--- src/design/lec_pkg.sv ---
// Shared types and constants for the local extrema counter.
`timescale 1ns / 1ps

package lec_pkg;

    // Width of the result counts.
    localparam int TALLY_BITS = 19;
    localparam logic [TALLY_BITS-1:0] TALLY_TOP = '1;

    // Number of elements that can be judged in one cycle.
    localparam int JUDGE_COUNT = 4;

    // Configuration register indices.
    localparam int CFG_INDEX_BITS = 2;
    localparam logic [CFG_INDEX_BITS-1:0] REG_ROW_COUNT    = 2'd0;
    localparam logic [CFG_INDEX_BITS-1:0] REG_COLUMN_COUNT = 2'd1;

    // Width of a count register.
    localparam int COUNT_BITS = 10;

    // Which neighbours of an element exist, and whether it is judged at all.
    typedef struct packed {
        logic active;
        logic has_up;
        logic has_down;
        logic has_left;
        logic has_right;
    } lec_nbrs_t;

    // Outcome of judging one element.
    typedef struct packed {
        logic is_max;
        logic is_min;
    } lec_verdict_t;

endpackage

--- src/design/lec_judge.sv ---
// Compares one element with its existing four neighbours.
`timescale 1ns / 1ps

module lec_judge
    import lec_pkg::*;
#(
    parameter int SAMPLE_BITS = 16
)
(
    input  lec_nbrs_t                      nbrs,
    input  logic signed [SAMPLE_BITS-1:0]  centre,
    input  logic signed [SAMPLE_BITS-1:0]  up,
    input  logic signed [SAMPLE_BITS-1:0]  down,
    input  logic signed [SAMPLE_BITS-1:0]  left,
    input  logic signed [SAMPLE_BITS-1:0]  right,
    output lec_verdict_t                   verdict
);

    logic above;
    logic below;

    always_comb
    begin
        above = (!nbrs.has_up    || (centre > up))
             && (!nbrs.has_down  || (centre > down))
             && (!nbrs.has_left  || (centre > left))
             && (!nbrs.has_right || (centre > right));
        below = (!nbrs.has_up    || (centre < up))
             && (!nbrs.has_down  || (centre < down))
             && (!nbrs.has_left  || (centre < left))
             && (!nbrs.has_right || (centre < right));
        verdict.is_max = nbrs.active && above;
        verdict.is_min = nbrs.active && below;
    end

endmodule

--- config.mk ---
export PLATFORM = sky130hd
export DESIGN_NAME = lec_judge
export DESIGN_NICKNAME = d
export VERILOG_FILES = /design/src/design/lec_pkg.sv /design/src/design/lec_judge.sv
export SDC_FILE = /design/constraint.sdc
export NUM_CORES = 1
export LEC_CHECK = 0
export ABC_AREA = 1
export BUFFER_PORTS_ARGS = -buffer_cell sky130_fd_sc_hd__buf_2
export CORE_AREA = 3 3 77 79
export DETAILED_ROUTE_END_ITERATION = 10
export DIE_AREA = 0 0 80 82
export GPL_TIMING_DRIVEN = 0
export PLACE_DENSITY_LB_ADDON = 0.08
export SYNTH_ARGS = -nofsm -noshare
export SYNTH_HDL_FRONTEND = slang
export SYNTH_SLANG_ARGS = --single-unit
--- constraint.sdc ---
create_clock -name vclk -period 1.5
set_input_delay 0.15 -clock vclk [all_inputs]
set_output_delay 0.15 -clock vclk [all_outputs]
set_load 0.02 [all_outputs]
==> metrics.txt <==
VDD IR-drop max 0.162 mV; final setup fails 2; first-pass GRT wire length 8870 um; Final Max Tran Viols 0; Least-Margin Pin Slew 0.281 ns; die area 6560 um^2; Synth Instances 312; total track usage 0.163; hold_sp nbrs[4]; fin crit share 1.17; Avg Cell Area, Syn 5.93 um^2; Static Leakage 1.77 nW; startpoint types input pin; Routed WL 5380 um; Detail Route Antenna Nets 0; sequential share of the synthesized area 0; storage element area 0 um^2; largest net degree at the start of global routing 5; Placer Congestion 0.728; Slew headroom 0.811; vias in the first global route 2,132; HP Class in2out; CP max stage delay 0.21 ns; Critical Path, Cell by Cell buf_2 > inv_1 > ha_4 > a21oi_1 > o21ai_1 > a21oi_2 > nand2_1 > nand2_1 > nand3_1 > nand2_1 > nand2_2 > nor2_4 > buf_6; FF+latch count 0; post-DR wirelength/cell 11.2 um; grt ovf 0; core area 5410 um^2; # rows 27; max cap viols 0; Slowest cell on crit path ha_4; vias per cell 4.49; dpl hpwl 4360 um; Vias 2,153; failing checks setup timing; Post-route DRC 0; Worst Path Max Fanout 3; critical path class in2out; Fin. Hold Viols 0; initial antenna violation count 0; hold slack 0.653 ns; synth warn 0; CP required 1.35 ns; # diodes 0; post-layout min period 1.76 ns; status finished, violations left; Post-Route Setup TNS -0.486 ns; clkbuf count 0; mapped cell area 1850 um^2; Placement Setup Slack -0.593 ns; critical path endpoint category primary output; RSZ-0062 raised after global routing true; pwr dens 293 nW/um^2; CP delay by family, top compound AO/OA/AOI/OAI gates; Syn Nets 461; Port Buffers 87; Initial Util 0.342; overall die height 82 um; commonest non-fill, non-tap cell in the layout buf_2; PnR worst setup slack -0.260 ns; worst setup path startpoint up[11]; share of layout cells above drive strength 1 0.509; post-layout util 0.596; Critical path buffers and inverters 3; PnR Total Power 0.000945 W; most frequent cells in the layout buf_2, inv_1, nand2_1; initial DRC count 29; fin nets 558; Crit path top cell by count nand2_1; unique cell type count in the Yosys netlist 16; fmax 568 MHz; synthesis-to-finish area growth 74.2%; DRT Pass-1 Iters 4; die width 80 um; I/O pin cnt 87; critical path data arrival time 1.61 ns
[worst paths after layout]
check,cells past startpoint,slack (ns),end
setup / recovery,13,-0.26,verdict[1]
hold / removal,4,0.65,verdict[0]
[synthesized netlist by cell type, types with 2 or more instances]
cell	count	area, um^2
inv_2	6	22.5
o21ai_1	4	20.0
nand4_1	5	31.3
nand3_1	20	100
o21a_1	2	15.0
ha_1	64	801
nor2_2	2	12.5
inv_1	82	308
a21oi_1	24	120
o21bai_1	2	15.0
nor2_1	13	48.8
nand2_1	84	315
[kinds of logic (layout without fill, tap and decap cells)]
| group | count (synthesis) | in the layout | synth area share |
|---|---|---|---|
| simple gates | 127 | 127 | 0.292 |
| compound gates | 33 | 33 | 0.0967 |
| fa+ha+maj | 64 | 64 | 0.433 |
| buf+inv | 88 | 183 | 0.179 |
[repair_timing]
action / 4_1_cts / 5_1_grt
endpoints found under the setup margin: 2 / 2
pin swaps: 43 / 27
setup buffers: 7 / 1
gates cloned: 0 / 0
hold buffers: 0 / 0
endpoints found under the hold margin: 0 / 0
resized for setup: 108 / 34
[final cells by class]
class | instances | area [um^2]
multi-input combinational | 224 | 2200
fill | 545 | 2180
timing repair buffer | 95 | 606
inverter | 88 | 330
tap | 72 | 90.1
[where the power goes]
group | total, W | internal [W] | switching (W)
Sequential | 0 | 0 | 0
Combinational | 0.000945 | 0.000459 | 0.000486
Clock | 0 | 0 | 0
Total | 0.000945 | 0.000459 | 0.000486
[through the flow]
step                area [um^2]  cells
floorplan                  1880    312
global placement           2410    471
detailed placement         2410    471
CTS                        3090    478
global route               3220    479
finish                     3220    479
[per-layer routing]
layer / part of all wire / track usage / vias up
li1: - / - / 1175
met1: 0.45 / 0.214 / 933
met2: 0.51 / 0.313 / 45
met3: 0.042 / 0.00548 / 0
met4: 0 / 0 / 0
met5: 0 / 0 / -
(Power assumes the default switching activity.)
