===== config.mk =====
export PLATFORM = sky130hd
export DESIGN_NAME = lec_tally
export DESIGN_NICKNAME = d
export VERILOG_FILES = /design/src/design/lec_pkg.sv /design/src/design/lec_tally.sv
export SDC_FILE = /design/constraint.sdc
export NUM_CORES = 1
export LEC_CHECK = 0
export BUFFER_PORTS_ARGS = -buffer_cell sky130_fd_sc_hd__buf_2
export CORE_ASPECT_RATIO = 0.8
export CORE_MARGIN = 3
export CORE_UTILIZATION = 50
export DETAILED_ROUTE_END_ITERATION = 16
export PLACE_DENSITY = 0.78
export SLEW_MARGIN = 20
export SYNTH_ARGS = -nofsm -noshare
export SYNTH_HDL_FRONTEND = slang
export SYNTH_SLANG_ARGS = --single-unit

===== constraint.sdc =====
create_clock -name clk -period 10.6 [get_ports clk]
set_clock_uncertainty 0.2 [all_clocks]
set_input_delay 2.12 -clock clk [delete_from_list [all_inputs] [get_ports clk]]
set_output_delay 2.12 -clock clk [all_outputs]
set_load 0.03 [all_outputs]

===== src/design/lec_pkg.sv =====
// Shared types and constants for the local extrema counter.
`timescale 1ns / 1ps

package lec_pkg;

    // Width of the result counts.
    localparam int TALLY_BITS = 19;
    localparam logic [TALLY_BITS-1:0] TALLY_TOP = '1;

    // Number of elements that can be judged in one cycle.
    localparam int JUDGE_COUNT = 4;

    // Configuration register indices.
    localparam int CFG_INDEX_BITS = 2;
    localparam logic [CFG_INDEX_BITS-1:0] REG_ROW_COUNT    = 2'd0;
    localparam logic [CFG_INDEX_BITS-1:0] REG_COLUMN_COUNT = 2'd1;

    // Width of a count register.
    localparam int COUNT_BITS = 10;

    // Which neighbours of an element exist, and whether it is judged at all.
    typedef struct packed {
        logic active;
        logic has_up;
        logic has_down;
        logic has_left;
        logic has_right;
    } lec_nbrs_t;

    // Outcome of judging one element.
    typedef struct packed {
        logic is_max;
        logic is_min;
    } lec_verdict_t;

endpackage


===== src/design/lec_tally.sv =====
// Running maxima and minima counts and the two-slot frame result queue.
`timescale 1ns / 1ps

module lec_tally
    import lec_pkg::*;
#(
    parameter int MAX_ROWS    = 512,
    parameter int MAX_COLUMNS = 512
)
(
    input  logic                              clk,
    input  logic                              rst_n,
    input  logic                              restart,
    input  logic                              frame_end,
    input  lec_verdict_t [JUDGE_COUNT-1:0]    verdicts,
    input  logic                              result_stall,
    output logic                              result_valid,
    output logic                              result_room,
    output logic [TALLY_BITS-1:0]             maxima_found,
    output logic [TALLY_BITS-1:0]             minima_found,
    output logic [TALLY_BITS-1:0]             extrema_found
);

    localparam int EXTREMA_TOP = MAX_ROWS * MAX_COLUMNS;
    localparam int INC_BITS    = $clog2(JUDGE_COUNT + 1);

    logic [TALLY_BITS-1:0] max_tally_reg;
    logic [TALLY_BITS-1:0] max_tally_next;
    logic [TALLY_BITS-1:0] min_tally_reg;
    logic [TALLY_BITS-1:0] min_tally_next;
    logic                  result_valid_reg;
    logic [TALLY_BITS-1:0] maxima_reg;
    logic [TALLY_BITS-1:0] minima_reg;
    logic [TALLY_BITS-1:0] extrema_reg;
    logic                  skid_valid_reg;
    logic [TALLY_BITS-1:0] skid_maxima_reg;
    logic [TALLY_BITS-1:0] skid_minima_reg;
    logic [TALLY_BITS-1:0] skid_extrema_reg;

    logic [INC_BITS-1:0]   max_inc;
    logic [INC_BITS-1:0]   min_inc;
    logic [TALLY_BITS:0]   max_sum;
    logic [TALLY_BITS:0]   min_sum;
    logic [TALLY_BITS-1:0] max_sat;
    logic [TALLY_BITS-1:0] min_sat;
    logic [TALLY_BITS:0]   ext_sum;
    logic [TALLY_BITS-1:0] ext_sat;

    logic                  result_take;
    logic                  head_free;
    logic [1:0]            held_after;

    always_comb
    begin
        max_inc = '0;
        min_inc = '0;
        for (int i = 0; i < JUDGE_COUNT; i++)
        begin
            max_inc = max_inc + INC_BITS'(verdicts[i].is_max);
            min_inc = min_inc + INC_BITS'(verdicts[i].is_min);
        end

        max_sum = {1'b0, max_tally_reg} + (TALLY_BITS+1)'(max_inc);
        min_sum = {1'b0, min_tally_reg} + (TALLY_BITS+1)'(min_inc);
        max_sat = (max_sum > {1'b0, TALLY_TOP}) ? TALLY_TOP : max_sum[TALLY_BITS-1:0];
        min_sat = (min_sum > {1'b0, TALLY_TOP}) ? TALLY_TOP : min_sum[TALLY_BITS-1:0];

        ext_sum = {1'b0, max_sat} + {1'b0, min_sat};
        if (32'(ext_sum) > 32'(EXTREMA_TOP))
        begin
            ext_sat = TALLY_BITS'(EXTREMA_TOP);
        end
        else
        begin
            ext_sat = ext_sum[TALLY_BITS-1:0];
        end

        if (restart || frame_end)
        begin
            max_tally_next = '0;
            min_tally_next = '0;
        end
        else
        begin
            max_tally_next = max_sat;
            min_tally_next = min_sat;
        end
    end

    // The skid slot is only ever filled while the output slot is held.
    assign result_take = result_valid_reg && !result_stall;
    assign head_free   = !result_valid_reg || result_take;
    assign held_after  = 2'(result_valid_reg) + 2'(skid_valid_reg) + 2'(frame_end)
                       - 2'(result_take);

    // Room for one more result after the edge that follows.
    assign result_room = (held_after <= 2'd1);

    always_ff @(posedge clk or negedge rst_n)
    begin
        if (!rst_n)
        begin
            max_tally_reg    <= '0;
            min_tally_reg    <= '0;
            result_valid_reg <= 1'b0;
            skid_valid_reg   <= 1'b0;
        end
        else
        begin
            max_tally_reg <= max_tally_next;
            min_tally_reg <= min_tally_next;
            if (head_free)
            begin
                result_valid_reg <= skid_valid_reg || frame_end;
                skid_valid_reg   <= skid_valid_reg && frame_end;
            end
            else
            begin
                skid_valid_reg <= skid_valid_reg || frame_end;
            end
        end
    end

    always_ff @(posedge clk)
    begin
        if (head_free)
        begin
            if (skid_valid_reg)
            begin
                maxima_reg  <= skid_maxima_reg;
                minima_reg  <= skid_minima_reg;
                extrema_reg <= skid_extrema_reg;
            end
            else if (frame_end)
            begin
                maxima_reg  <= max_sat;
                minima_reg  <= min_sat;
                extrema_reg <= ext_sat;
            end
        end
        if (frame_end && (skid_valid_reg || !head_free))
        begin
            skid_maxima_reg  <= max_sat;
            skid_minima_reg  <= min_sat;
            skid_extrema_reg <= ext_sat;
        end
    end

    assign result_valid  = result_valid_reg;
    assign maxima_found  = maxima_reg;
    assign minima_found  = minima_reg;
    assign extrema_found = extrema_reg;

endmodule


==> impl_results.md <==
- Synth cell types: 71
- Multi-input logic area: approximately 3100 sq um
- P&R area growth vs syn: 16.0%
- Crit start category: input pin
- Combinational share of power: between 10% and 20%
- Syn Area/Cell: 11.9 sq um
- Critical R2R Capture: extrema_found[9]$_DFFE_PP_
- Global-route congestion overflow total: 0
- Cell Area, Placed: 8340 sq um
- Top Ports: slightly above 70
- Clock latency at the later pin of the worst-skew pair: 0.43 ns
- Worst-margin pin slew: 1.02 ns
- Via Count: 5526
- Setup crit end: extrema_found[9]$_DFFE_PP_
- Post-synth top flop: edfxtp_1
- Reg area: 4430 sq um
- Pre-CTS WS: 2.65 ns
- Outcome: complete, no violations
- Row count: 40
- Worst EP arrival: 7.57 ns
- Setup slack after layout: 3.00 ns
- First-pass DRT Iterations: 5
- Antenna Cells: 0
- Clock group share of total power: 42.3%
- Reg2reg start: min_tally_reg[0]$_DFF_PN0_
- Critical Path Max Stage Delay: 0.82 ns
- Worst EP required: roughly 11 ns
- Fmax: 0.132 GHz
- Peak supply drop: slightly above 0.0001 V
- CP Cell Sequence: buf_2 > fa_1 > inv_1 > fa_1 > nand2b_1 > a2111o_1 > or3_4 > nand2_1 > ha_1 > nor2_1 > maj3_1 > a21oi_1 > a31o_2 > a31oi_4 > o21ai_2 > or2_1 > o31ai_1
- Ys async rst share: 26.0%
- Pwr Density: around 190 nW/um^2
- Detail Route met2 WL: 8300 um
- First DRT Iteration DRCs: 537
- Synth Instances: 658
- Final setup viols: 0
- GRT Overall Usage: a little over a fifth
- Die width: 146 um
- Sw Share: 25.3%
- Max_cap viols: 0
- Fin crit share: 71.7%
- Root buffer cell: clkbuf_16
- Wire length on met1: 8460 um
- P_leak: around 3.8 nW
- Syn nets: 696
- Period minus WS final: approximately 7.6 ns
- Worst-path clk slew: 0.06 ns
- CTS Buf Count: 17
- Crit-path max FO: 27
- Post-CTS Setup Bufs: 0
- Die area: 17200 sq um
- Slew Limit Fails: 0
- CTS tree: built
- RSZ-0062 raised after global routing: no
- Internal power: between 1 and 1.5 mW
- Final Cell Area: 9050 sq um
- Flop-to-flop setup slack: 4.98 ns
- Net count, final: 761
- Net switching power: 0.438 mW
- Met3 Routed Length: 1140 um
- DR top layer: met4
- Register bit total from synthesis: 154
- Rel. slew slack: 31.7%
- Most used cell, CP: fa_1
- Reg power frac: 42.4%
- Crit path from: verdicts[0]
- Fin. Hold Viols: 0
- EDFF count, synth: between 100 and 150
- Antenna Nets Post-Route: 0
- Crit end category: flop
- Slowest cell on crit path: o21ai_2
- First-pass GRT wire length: 29300 um
- Largest net degree at the start of global routing: 79
- DR vias/cell: 5.84
- Global placer's final weighted congestion: between 0.9 and 1
- Number of global-route vias before repair: between 5000 and 6000
- Post-Syn Area: approximately 7800 sq um
- Routed wire length: 18300 um
- R2R depth: 15
- I/O Buffers: 71
- Post-DR wirelength/cell: around 19 um
- CTS sink cnt: 154
- Fillers: approximately 1200
- Die extent in y: 118 um
- H-tree levels: 4
- Syn. warnings: 0
- CORE AREA: 15200 sq um
- Clock Tree Buf Depth: 2
- Drt drc: 0
- Setup TNS: 0 ns
- Critical setup path kind: input pin to flop
- Final HPWL DP: 12300 um
- Starting density of the core: 51.5%
- Post-synthesis sequential area ratio: a little under three fifths
- Initial antenna violation count: 0
- Post-cts sizing count: 0
- Hold crit path type: flop to flop
- Cts hold-fix bufs: 0
- Ratio of cells with drive above 1 in the final layout: between 20% and 30%
## Yosys cell counts, drive strengths merged (2+ instances only)
cell       n  area (sq um)
dfrtp     40          1000
a21o       9          67.6
ha        19           238
o41ai      7          68.8
o21ai     27           150
nor2b      8          50.1
or2        7          43.8
a21oi     38           190
a41oi      2          25.0
o31ai     16           130
nand3     14          70.1
nor3      25           125
and4       7          61.3
buf       10          65.1
nor2      37           139
inv       31           116
o2111ai    3          26.3
a2111o     2          22.5
o21a       5          37.5
xor2      23           201
maj3       3          31.3
a211oi     5          37.5
edfxtp   114          3420
or3        3          33.8
and3       7          43.8
a31oi      5          46.3
nand4      8          50.1
o22ai      2          18.8
and2       6          40.0
nand3b     2          15.0
clkbuf    19          71.3
a31o       2          17.5
a211o      2          17.5
xnor2     24           210
mux2i      2          20.0
nand2     65           244
o211ai     2          15.0
mux2      29           327
fa         6           120
nand2b     4          25.0
o311ai     3          33.8
## stage by stage
stage	instances	power, mW	util [%]	hold WS (ns)
floorplan	658	0.931	-	0.293
global placement	914	1.00	55.0	0.307
detailed placement	914	1.01	55.0	0.315
CTS	946	1.74	59.7	0.333
global route	946	1.80	59.7	0.351
finish	946	1.74	59.7	0.333
## power groups by stage
stage	registers [mW]	logic, mW	clock network, mW
final	0.736	0.265	0.735
after global routing	0.741	0.284	0.772
after CTS	0.737	0.265	0.743
after detailed placement	0.748	0.262	0
after global placement	0.746	0.258	0
after floorplan	0.810	0.121	0
## placed cells by master, fill, tap and decap left out, types with 3 or more instances in the layout
master       n
a211oi_1     5
a21o_1       9
a21oi_1     38
a31oi_1      4
and2_1       5
and3_1       7
and4_1       7
buf_2       71
buf_4        4
bufinv_16    8
clkbuf_1     3
clkbuf_16   17
clkinv_4     3
dfrtp_1     39
edfxtp_1   114
fa_1         6
ha_1        19
inv_1       30
mux2_2      29
nand2_1     65
nand2b_1     4
nand3_1     14
nand4_1      8
nor2_1      36
nor2b_1      8
nor3_1      25
o2111ai_1    3
o21a_1       4
o21ai_0     19
o21ai_1      4
o21ai_2      4
o31ai_1     14
o41ai_1      6
or2_1        5
or3_4        3
xnor2_1     24
xor2_1      22
## critical path: cells and delay by family
| kind | cells | cell delay [ns] |
|---|---|---|
| buffers and inverters | 2 | 0.16 |
| and+or+nand+nor | 5 | 1.52 |
| AOI/OAI and AO/OA | 6 | 2.28 |
| adders and majority gates | 4 | 1.47 |
## layout make-up
class | instances | area share [%]
Inverter | 31 | 1.29
Multi-Input combinational cell | 444 | 34.8
Tap cell | 210 | 2.90
Clock inverter | 11 | 2.94
Timing Repair Buffer | 75 | 4.26
Clock buffer | 21 | 4.97
Sequential cell | 154 | 48.9
## per-layer routing
layer	GRT usage, %	vias to the layer above
met5	0	-
met2	32.7	213
met1	31.2	2714
met4	7.59	0
met3	5.74	35
li1	-	2564
## cells by family (layout without fill, tap and decap cells)
kind of cell             after synthesis  count (layout)  share of synthesized area, %
flip-flops                           154             154                          56.7
buffers and inverters                 60             138                          3.24
adder cells (fa/ha/maj)               28              28                          4.98
XOR/XNOR                              47              47                          5.27
AO/OA/AOI/OAI                        140             140                          12.9
multiplexers                          31              31                          4.44
AND/OR/NAND/NOR                      198             198                          12.6
## how the worst min path moves through the flow
stage                                       end  cells after the start  slack, ns                      startpoint
finish              extrema_found[14]$_DFFE_PP_                      2       0.33  skid_extrema_reg[14]$_DFFE_PP_
detailed placement  extrema_found[10]$_DFFE_PP_                      2       0.31  skid_extrema_reg[10]$_DFFE_PP_
floorplan           extrema_found[11]$_DFFE_PP_                      2       0.29  skid_extrema_reg[11]$_DFFE_PP_
global route        extrema_found[12]$_DFFE_PP_                      2       0.35  skid_extrema_reg[12]$_DFFE_PP_
CTS                 extrema_found[16]$_DFFE_PP_                      2       0.33  skid_extrema_reg[16]$_DFFE_PP_
global placement     extrema_found[2]$_DFFE_PP_                      2       0.31   skid_extrema_reg[2]$_DFFE_PP_
Power figures use the tool's default switching activity.
